### config.mk
export PLATFORM = sky130hd
export DESIGN_NAME = signed_elias_gamma_encoder
export DESIGN_NICKNAME = d
export VERILOG_FILES = /design/src/hw/rtl/seg_enc_pkg.sv /design/src/hw/rtl/signed_elias_gamma_encoder.sv /design/src/hw/rtl/seg_enc_dp.sv /design/src/hw/rtl/seg_enc_ctrl.sv
export SDC_FILE = /design/constraint.sdc
export NUM_CORES = 1
export LEC_CHECK = 0
export BUFFER_PORTS_ARGS = -buffer_cell sky130_fd_sc_hd__buf_2
export CAP_MARGIN = 30
export CORE_AREA = 2 2 172 174
export CTS_BUF_LIST = sky130_fd_sc_hd__clkbuf_4 sky130_fd_sc_hd__clkbuf_8
export CTS_CLUSTER_DIAMETER = 150
export DETAILED_ROUTE_END_ITERATION = 8
export DIE_AREA = 0 0 174 176
export PLACE_DENSITY_LB_ADDON = 0.05
export SYNTH_ARGS = -nofsm -noshare
export SYNTH_HDL_FRONTEND = slang
export SYNTH_SLANG_ARGS = --single-unit
### constraint.sdc
create_clock -name clk -period 10.9 [get_ports clk]
set_clock_uncertainty 0.05 [all_clocks]
set_input_delay 1.635 -clock clk [delete_from_list [all_inputs] [get_ports clk]]
set_output_delay 1.635 -clock clk [all_outputs]
set_load 0.005 [all_outputs]
### src/hw/rtl/seg_enc_pkg.sv
// Shared types and constants for the signed Elias gamma encoder.
package seg_enc_pkg;

  localparam int unsigned BYTE_W  = 8;
  localparam int unsigned VALUE_W = 32;
  localparam int unsigned PEND_W  = BYTE_W - 1;
  localparam int unsigned PCNT_W  = 3;
  // Seven pending bits plus a 63-bit code fit in nine bytes.
  localparam int unsigned BUF_W   = 9 * BYTE_W;
  localparam int unsigned BCNT_W  = 4;
  localparam int unsigned LEN_W   = 5;
  localparam int unsigned CODE_W  = LEN_W + 1;
  localparam int unsigned TOT_W   = 7;

  localparam logic ACT_ENCODE = 1'b0;
  localparam logic ACT_FLUSH  = 1'b1;

  typedef struct packed {
    logic capture;
    logic lz;
    logic len;
    logic build;
    logic emit;
  } seg_cmd_t;

  typedef struct packed {
    logic cnt_zero;
    logic cnt_one;
    logic out_free;
    logic flush;
  } seg_sts_t;

endpackage

### src/hw/rtl/signed_elias_gamma_encoder.sv
// Top level of the signed Elias gamma encoder with MSB-first byte packing.
//
// The input channel (in_valid, in_stall, in_action, in_value) takes one item
// per transfer. An encode item maps the signed value to a positive code number
// and appends its Elias gamma code to the bit stream; a flush item pads the
// pending bits with zeros to one final byte.
// The output channel (out_valid, out_stall, out_byte, out_last) gives one
// packed byte per transfer, the first stream bit in bit 7, and marks the
// final byte caused by an item with out_last.
// An encode item goes through mapping at capture, the two-step length search
// (LZ, LEN) and packing (BUILD), then emits one byte per cycle (up to eight)
// in EMIT while the receiver does not stall; the first byte is loaded into
// the output register there. A flush skips the length search and goes to packing.
// The output register lets a new item be accepted while the last byte of the
// previous one still waits. When the receiver stalls, byte emission pauses
// and the input side stays stalled until the item's last byte is loaded.
// A synchronous reset clears the pending bits and empties the output.
module signed_elias_gamma_encoder (
  input  logic                                   clk,
  input  logic                                   rst_n,
  input  logic                                   in_valid,
  output logic                                   in_stall,
  input  logic                                   in_action,
  input  logic signed [seg_enc_pkg::VALUE_W-1:0] in_value,
  output logic                                   out_valid,
  input  logic                                   out_stall,
  output logic [seg_enc_pkg::BYTE_W-1:0]         out_byte,
  output logic                                   out_last
);
  import seg_enc_pkg::*;

  // Command and status buses between the sequencer and the datapath.
  seg_cmd_t cmd;
  seg_sts_t sts;

  // The controller decides when to capture, search, pack and emit.
  seg_enc_ctrl u_ctrl (
    .clk      (clk),
    .rst_n    (rst_n),
    .in_valid (in_valid),
    .in_stall (in_stall),
    .sts      (sts),
    .cmd      (cmd)
  );

  // The datapath holds the pending bits, the packing buffer and the output register.
  seg_enc_dp u_dp (
    .clk       (clk),
    .rst_n     (rst_n),
    .cmd       (cmd),
    .sts       (sts),
    .in_action (in_action),
    .in_value  (in_value),
    .out_valid (out_valid),
    .out_stall (out_stall),
    .out_byte  (out_byte),
    .out_last  (out_last)
  );

endmodule

### src/hw/rtl/seg_enc_dp.sv
// Datapath of the signed Elias gamma encoder: mapping, length search, packing, output.
module seg_enc_dp (
  input  logic                              clk,
  input  logic                              rst_n,
  input  seg_enc_pkg::seg_cmd_t             cmd,
  output seg_enc_pkg::seg_sts_t             sts,
  input  logic                              in_action,
  input  logic signed [seg_enc_pkg::VALUE_W-1:0] in_value,
  output logic                              out_valid,
  input  logic                              out_stall,
  output logic [seg_enc_pkg::BYTE_W-1:0]    out_byte,
  output logic                              out_last
);
  import seg_enc_pkg::*;

  function automatic logic [2:0] msb8(input logic [BYTE_W-1:0] b);
    logic [2:0] p;
    p = 3'd0;
    for (int i = 0; i < BYTE_W; i++) begin
      if (b[i]) begin
        p = 3'(i);
      end
    end
    return p;
  endfunction

  logic                 flush_r;
  logic [VALUE_W-1:0]   m_r;
  logic [VALUE_W-1:0]   m_nxt;
  logic [VALUE_W-1:0]   v_sat;
  logic [VALUE_W-1:0]   v_neg;
  logic [3:0]           nz_r;
  logic [3:0][2:0]      pos_r;
  logic [LEN_W-1:0]     lm1_r;
  logic [LEN_W-1:0]     lm1_nxt;
  logic [PEND_W-1:0]    pend_r;
  logic [PEND_W-1:0]    pend_nxt;
  logic [PCNT_W-1:0]    pcnt_r;
  logic [BUF_W-1:0]     buf_r;
  logic [BUF_W-1:0]     buf_nxt;
  logic [BCNT_W-1:0]    cnt_r;
  logic [CODE_W-1:0]    code_len;
  logic [TOT_W-1:0]     tot;
  logic [TOT_W-1:0]     m_shift;
  logic [14:0]          pend_sh;
  logic [BYTE_W-1:0]    pend_lo;
  logic [BYTE_W-1:0]    tail;
  logic [BYTE_W-1:0]    tail_mask;
  logic                 out_valid_r;
  logic [BYTE_W-1:0]    out_byte_r;
  logic                 out_last_r;
  logic                 out_free;
  logic                 load;

  // Zero and negative values map to odd code numbers, positive ones to even.
  always_comb begin
    v_sat = in_value;
    if (v_sat == {1'b1, {(VALUE_W-1){1'b0}}}) begin
      v_sat = {1'b1, {(VALUE_W-2){1'b0}}, 1'b1};
    end
    v_neg = VALUE_W'(0) - v_sat;
    if (v_sat == '0 || v_sat[VALUE_W-1]) begin
      m_nxt = {v_neg[VALUE_W-2:0], 1'b1};
    end else begin
      m_nxt = {v_sat[VALUE_W-2:0], 1'b0};
    end
  end

  // The highest nonzero byte and its top bit give the length minus one.
  always_comb begin
    lm1_nxt = '0;
    priority if (nz_r[3]) lm1_nxt = {2'd3, pos_r[3]};
    else if (nz_r[2])     lm1_nxt = {2'd2, pos_r[2]};
    else if (nz_r[1])     lm1_nxt = {2'd1, pos_r[1]};
    else                  lm1_nxt = {2'd0, pos_r[0]};
  end

  // The code is the mapped value zero extended to 2L-1 bits.
  assign code_len = {lm1_r, 1'b1};
  assign tot      = TOT_W'(pcnt_r) + TOT_W'(code_len);
  assign m_shift  = TOT_W'(BUF_W) - tot;

  always_comb begin
    pend_sh   = {8'd0, pend_r} << code_len[2:0];
    pend_lo   = (code_len[CODE_W-1:3] != '0) ? '0 : pend_sh[BYTE_W-1:0];
    tail      = pend_lo | m_r[BYTE_W-1:0];
    tail_mask = (BYTE_W'(1) << tot[2:0]) - BYTE_W'(1);
    pend_nxt  = PEND_W'(tail & tail_mask);
    buf_nxt   = ({pend_r, {(BUF_W-PEND_W){1'b0}}} << (PCNT_W'(PEND_W) - pcnt_r));
    if (!flush_r) begin
      buf_nxt = buf_nxt | ({{(BUF_W-VALUE_W){1'b0}}, m_r} << m_shift);
    end
  end

  assign out_free = !out_valid_r || !out_stall;
  assign load     = cmd.emit && out_free && (cnt_r != '0);

  always_ff @(posedge clk) begin
    if (!rst_n) begin
      pend_r      <= '0;
      pcnt_r      <= '0;
      out_valid_r <= 1'b0;
      cnt_r       <= '0;
    end else begin
      if (cmd.build) begin
        if (flush_r) begin
          cnt_r  <= BCNT_W'(pcnt_r != '0);
          pend_r <= '0;
          pcnt_r <= '0;
        end else begin
          cnt_r  <= tot[TOT_W-1:3];
          pend_r <= pend_nxt;
          pcnt_r <= tot[2:0];
        end
      end else if (load) begin
        cnt_r <= cnt_r - BCNT_W'(1);
      end
      if (load) begin
        out_valid_r <= 1'b1;
      end else if (!out_stall) begin
        out_valid_r <= 1'b0;
      end
    end
  end

  always_ff @(posedge clk) begin
    if (cmd.capture) begin
      flush_r <= (in_action == ACT_FLUSH);
      m_r     <= m_nxt;
    end
    if (cmd.lz) begin
      for (int b = 0; b < 4; b++) begin
        nz_r[b]  <= |m_r[b*BYTE_W +: BYTE_W];
        pos_r[b] <= msb8(m_r[b*BYTE_W +: BYTE_W]);
      end
    end
    if (cmd.len) begin
      lm1_r <= lm1_nxt;
    end
    if (cmd.build) begin
      buf_r <= buf_nxt;
    end else if (load) begin
      buf_r <= buf_r << BYTE_W;
    end
    if (load) begin
      out_byte_r <= buf_r[BUF_W-1 -: BYTE_W];
      out_last_r <= (cnt_r == BCNT_W'(1));
    end
  end

  assign sts.cnt_zero = (cnt_r == '0);
  assign sts.cnt_one  = (cnt_r == BCNT_W'(1));
  assign sts.out_free = out_free;
  assign sts.flush    = (in_action == ACT_FLUSH);

  assign out_valid = out_valid_r;
  assign out_byte  = out_byte_r;
  assign out_last  = out_last_r;

endmodule

### src/hw/rtl/seg_enc_ctrl.sv
// Controller state machine that sequences one item through the datapath.
module seg_enc_ctrl (
  input  logic                  clk,
  input  logic                  rst_n,
  input  logic                  in_valid,
  output logic                  in_stall,
  input  seg_enc_pkg::seg_sts_t sts,
  output seg_enc_pkg::seg_cmd_t cmd
);
  import seg_enc_pkg::*;

  typedef enum logic [2:0] {
    ST_IDLE,
    ST_LZ,
    ST_LEN,
    ST_BUILD,
    ST_EMIT
  } state_t;

  state_t state_r;
  state_t state_nxt;
  logic   accept;

  assign in_stall = (state_r != ST_IDLE);
  assign accept   = in_valid && !in_stall;

  always_comb begin
    state_nxt = state_r;
    unique case (state_r)
      ST_IDLE: begin
        if (accept) begin
          state_nxt = sts.flush ? ST_BUILD : ST_LZ;
        end
      end
      ST_LZ:    state_nxt = ST_LEN;
      ST_LEN:   state_nxt = ST_BUILD;
      ST_BUILD: state_nxt = ST_EMIT;
      ST_EMIT: begin
        if (sts.cnt_zero || (sts.out_free && sts.cnt_one)) begin
          state_nxt = ST_IDLE;
        end
      end
      default:  state_nxt = ST_IDLE;
    endcase
  end

  always_comb begin
    cmd.capture = accept;
    cmd.lz      = (state_r == ST_LZ);
    cmd.len     = (state_r == ST_LEN);
    cmd.build   = (state_r == ST_BUILD);
    cmd.emit    = (state_r == ST_EMIT);
  end

  always_ff @(posedge clk) begin
    if (!rst_n) begin
      state_r <= ST_IDLE;
    end else begin
      state_r <= state_nxt;
    end
  end

endmodule
After elaboration in Yosys (flattened, before gate mapping)
Index checks and enable logic that the tools add are counted.
{"block": "op_classes", "add_sub_neg": 6, "n_eq_ne": 9, "shifts": 4, "n_mux": 44, "bitwise": 3, "reduce_logical": 32}
{"operator": "72-bit 2-to-1 mux", "count": 3}
{"operator": "72-bit bitwise OR", "count": 1}
{"operator": "32-bit by 7-bit left shift with 72-bit output", "count": 1}
{"operator": "72-bit by 3-bit left shift with 72-bit output", "count": 1}
{"operator": "32-bit 2-to-1 mux", "count": 2}
{"operator": "2-bit 2-to-1 mux", "count": 17}
{"operator": "32-bit equality test, second input constant", "count": 1}
{"operator": "32-bit zero test", "count": 1}
{"operator": "8-bit OR reduction", "count": 4}
{"operator": "1-bit by 31-bit subtractor with 31-bit output, first input constant", "count": 1}
{"operator": "4-bit 2-to-1 mux", "count": 5}
{"operator": "4-bit OR reduction", "count": 4}
{"operator": "3-bit one-hot mux with 5 select lines", "count": 1}
{"operator": "7-bit 2-to-1 mux", "count": 2}
{"operator": "3-bit 2-to-1 mux", "count": 4}
{"operator": "1-bit 2-to-1 mux", "count": 10}
{"operator": "2-bit OR reduction", "count": 5}
{"operator": "3-bit nonzero test", "count": 3}
{"operator": "3-bit by 6-bit adder with 7-bit output", "count": 1}
{"operator": "7-bit bitwise AND", "count": 1}
{"operator": "7-bit bitwise OR", "count": 1}
{"operator": "1-bit by 3-bit left shift with 7-bit output, first input constant", "count": 1}
{"operator": "7-bit by 3-bit left shift with 7-bit output", "count": 1}
{"operator": "7-bit by 2-bit subtractor with 7-bit output, second input constant", "count": 1}
{"operator": "17 further kinds", "count": 26}
{"block": "totals", "regBits": 153, "in_bits": 37, "out_inout_bits": 11, "word_cells": 124}

Logic depth before layout (Yosys ltp)
{"block": "depth", "depth_word": 6, "mapped_depth": 15, "ltp_nobuf": 13}

Hierarchy
A second synthesis with hierarchy kept.
{"block": "hier_totals", "cells_unflattened": 970, "hier_area_um2": 9851.9}
{"module": "seg_enc_dp", "instances": 1, "cells_per_inst": 949, "area_per_inst_um2": 9670.5, "seq_area_each_um2": 4324.1}
{"module": "seg_enc_ctrl", "instances": 1, "cells_per_inst": 21, "area_per_inst_um2": 181.4, "seq_area_each_um2": 60.1}

Worst setup path after synthesis
Ideal clock, no wire load.
{"block": "synth_path", "kind": "input port to flip-flop", "start": "in in_value[13] (netlist bit)", "end": "reg u_dp.m_r[21] (data pin)", "arrival_ns": 4.542, "required_time_ns": 10.584, "path_slack_ns": 6.042, "path_stages": 15, "path_cell_list": "or4_4 -> or3_4 -> or4_4 -> and2b_2 -> a21oi_1 -> ha_1 -> nand4_1 -> or3_1 -> clkbuf_1 -> nor4_1 -> a21oi_1 -> inv_1 -> buf_6 -> o41ai_1 -> xnor2_1"}
{"block": "synth_via", "elab_chain_cells": 5}
{"element": "start: declaration", "line": "signed_elias_gamma_encoder.sv:24", "text": "input logic signed [seg_enc_pkg::VALUE_W-1:0] in_value,"}
{"element": "32-bit equality test", "line": "seg_enc_dp.sv:58", "text": "if (v_sat == {1'b1, {(VALUE_W-1){1'b0}}}) begin"}
{"element": "32-bit 2-to-1 mux (*)", "line": "seg_enc_dp.sv:58"}
{"element": "parallel branches: the longest is 2 deep, another holds 1-bit by 31-bit subtractor with 31-bit output"}
{"element": "32-bit 2-to-1 mux (*)", "line": "seg_enc_dp.sv:62", "text": "if (v_sat == '0 || v_sat[VALUE_W-1]) begin"}
{"element": "net u_dp.m_nxt[21]", "line": "seg_enc_dp.sv:29", "text": "logic [VALUE_W-1:0] m_nxt;"}
{"element": "end signal: assignment", "line": "seg_enc_dp.sv:129", "text": "m_r <= m_nxt;"}
{"element": "end: declaration", "line": "seg_enc_dp.sv:28", "text": "logic [VALUE_W-1:0] m_r;"}
Mark *: on every way through the listed nets, which the timed path passes.
A chain may end at the register's enable or synchronous reset.

Worst setup path after layout
{"block": "layout_path", "start": "in in_value[13] (netlist bit)", "end": "reg u_dp.m_r[19] (data pin)"}
Same word-level chain as after synthesis.

==> out/results.txt <==
Area Overhead vs Synth: 10.52%
Ports: 48
# Post-CTS Setup Buffers: 0
first-pass GRT wire length: 45.76 mm
FP Rows: 62
Power Total: 1580 µW
Synth area leader: edfxtp_1
P per Cell Area: 144.6 nW/µm²
TritonCTS Buffers: 17
CTS sink count: 152
WL final: 29.18 mm
Area contributors post-synth: edfxtp_1 (41%), mux2i_1 (11%), nand2_1 (3.8%)
Net Sw Frac: 33.86%
Seq. cell area: 4385 µm²
Seq cells post-synth: 152
commonest cells in the netlist: edfxtp_1 (134), mux2i_1 (105), nand2_1 (101), nor2_1 (96), a21oi_1 (59)
RSZ-0062 raised after global routing: false
internal power: 1045 µW
Post-synth EDFFs: 134
depth of the most critical reg-to-reg path: 12
CTS tree: yes
area of the multi-input gates: 5179 µm²
post-route setup TNS: 0 ns
main combinational cell family by area after synthesis: compound AO/OA/AOI/OAI gates
Layout fillers: 2977
Combinational Power Share: 26.8%
DRC errors left: 2
Vias per Instance: 5.490
CP max stage delay: 0.62 ns
largest net degree at the start of global routing: 59
Die Area: 30620 µm²
vias in the first global route: 7684
share of the synthesized area in the top cell type: 40.70%
Gates resized, CTS repair: 0
Crit path depth: 14
leakage power total: 0.004003 µW
routed len/inst: 20.79 µm
share of cells above drive strength 1: 15.49%
die height: 176 µm
failing checks: design-rule violations
CP arrival: 5.68 ns
final setup violation count: 0
Die Wd: 174 µm
H-tree levels: 4
final hold violations: 0
fin crit period: 5.523 ns
Async SR Flop Fraction: 0%
worst min path class: reg -> reg
Synth Area in Simple Gates: 15.34%
critical path endpoint category: register
Port-buffer cells: 47
top-count cell post-synth: edfxtp_1
Final period util: 50.67%
Synth Instances: 987
Worst Setup Start Kind: input port
Netlist cell types: 75
hold buffers post-CTS: 0
clock latency on the worst-skew pair: 0.46 ns
Crit Path Class: in -> reg
yosys synthesis warning count: 0
Final nets: 1058
dpl cell area: 10550 µm²
Slew @ Worst Pin: 0.9300 ns
Seq pwr share: 45.4%
WHS: 0.3691 ns
HPWL after DPL: 20.80 mm
total global-route track usage: 19.44%
Max-slew headroom: 37.53%
drt first pass iters: 8
synthesized cell area: 9886 µm²
clock slew at reported path FFs: 0.09 ns
worst path bufs/invs: 2
cell breakdown of the critical path: buf_2 > or4_4 > or3_4 > or4_4 > and2b_2 > a21oi_1 > ha_1 > nand4_1 > or3_1 > nor4_1 > a21oi_1 > inv_1 > o21ai_0 > xnor2_1
Placer Congestion: 0.8256
adder-cell share of the synthesized area: 1.721%
register area share after synthesis: 44.35%
Net Switching: 535.0 µW
design area: 10930 µm²
clk root buf: clkbuf_8
Synth Area in Compound Gates: 15.54%
Synth Area per Inst: 10.02 µm²
clk buf depth: 2
grt ovf: 0
mux share of post-synthesis cell area: 15.07%
Pins Over Slew Limit: 0
Worst EP required: 11.06 ns
Initial Util: 34.63%
core area: 28550 µm²
initial antenna violation count: 0
R2R setup slack: 5.45 ns
Crit path max-delay family: simple AND/OR/NAND/NOR gates
syn_nets: 1037
xor/xnor share of the synthesized area: 4.291%
Initial DRC Count: 576
Max VDD drop: 64.35 µV
Routed Antenna Nets: 0
# diodes: 0
Critical Path Fanout Max: 16
Via Count: 7708
status: finished with violations
Max Cap Viol: 0
Clk pwr share: 27.8%
Fmax: 0.1811 GHz
final core occ: 38.27%
Slowest-stage cell, CP: a21oi_1
ys flop type: edfxtp_1
Hold Crit Depth: 0
-- path summary, 6_finish.rpt --
path / startpoint / end
max: in_value[13] / u_dp.m_r[19]$_DFFE_PP_
min: u_dp.buf_r[71]$_DFFE_PP_ / u_dp.out_byte[7]$_DFFE_PP_
max reg2reg: u_dp.pcnt_r[0]$_SDFFE_PN0P_ / u_dp.buf_r[59]$_DFFE_PP_
min reg2reg: u_dp.buf_r[71]$_DFFE_PP_ / u_dp.out_byte[7]$_DFFE_PP_
-- registers in the layout (all words and copies together) (netlist names) --
name	flops
u_dp.buf_r	72
u_dp.m_r	32
u_dp.pos_r	12
u_dp.out_byte	8
u_dp.pend_r	7
u_dp.lm1_r	5
u_dp.cnt_r	4
u_ctrl.state_r	3
u_dp.nz_r	3
u_dp.pcnt_r	3
u_dp.flush_r	1
u_dp.out_last	1
u_dp.out_valid	1
-- cell usage in the layout (no fill, tap or decap), types with 6 or more instances in the layout --
cell type and count:
a221o_1 7, mux2i_1 105, inv_1 24, o211ai_1 10, clkbuf_8 17, nor4_1 6, o21ai_0 51, xor2_1 14
a31oi_1 16, buf_4 17, nand2_1 101, o221ai_1 6, buf_2 47, or2_2 6, nor2b_1 12, a22o_1 10
and2_1 7, dfxtp_1 17, o31ai_1 11, nor2_1 95, xnor2_1 22, ha_1 12, nand3_1 21, a21oi_1 59
nor3_1 24, edfxtp_1 134, mux2_2 31, nand4_1 9
-- per-stage QoR --
step	setup WS (ns)	std cells
4_1_cts	5.356	1404
5_1_grt	4.978	1404
3_3_place_gp	4.993	1370
3_5_place_dp	4.859	1373
6_report	5.377	1404
2_1_floorplan	6.042	987
-- layer usage --
layer / GRT usage, % / part of all wire [%] / wire [µm] / up-vias
li1: - / - / - / 3733
met2: 31.77 / 46 / 13430 / 164
met4: 4.832 / 1.3 / 383 / 0
met3: 2.799 / 3.7 / 1094 / 20
met1: 27.19 / 49 / 14270 / 3791
met5: 0 / 0 / 0 / -
-- cell type report --
type / count / area share [%]
Clock buffer: 19 / 2.279
Clock inverter: 12 / 1.168
Inverter: 27 / 0.9276
Multi-Input combinational cell: 744 / 47.40
Sequential cell: 152 / 40.14
Tap cell: 384 / 4.398
Timing Repair Buffer: 66 / 3.688
-- power groups by stage --
stage	clock (µW)	sequential [µW]	combinational, µW
final	440	716	424
after global routing	475	721	465
after CTS	451	717	427
after detailed placement	0	730	425
after global placement	0	731	423
after floorplan	0	713	300
-- cells by family (layout without fill, tap and decap cells) --
logic type	count (synthesis)	in the layout
and+or+nand+nor	319	319
AOI/OAI and AO/OA	230	230
DFF	152	152
muxes	140	140
buffers and inverters	91	124
xor gates and xnor gates	42	42
adders and majority gates	13	13
Note: power is estimated with default switching activity, not from simulation.
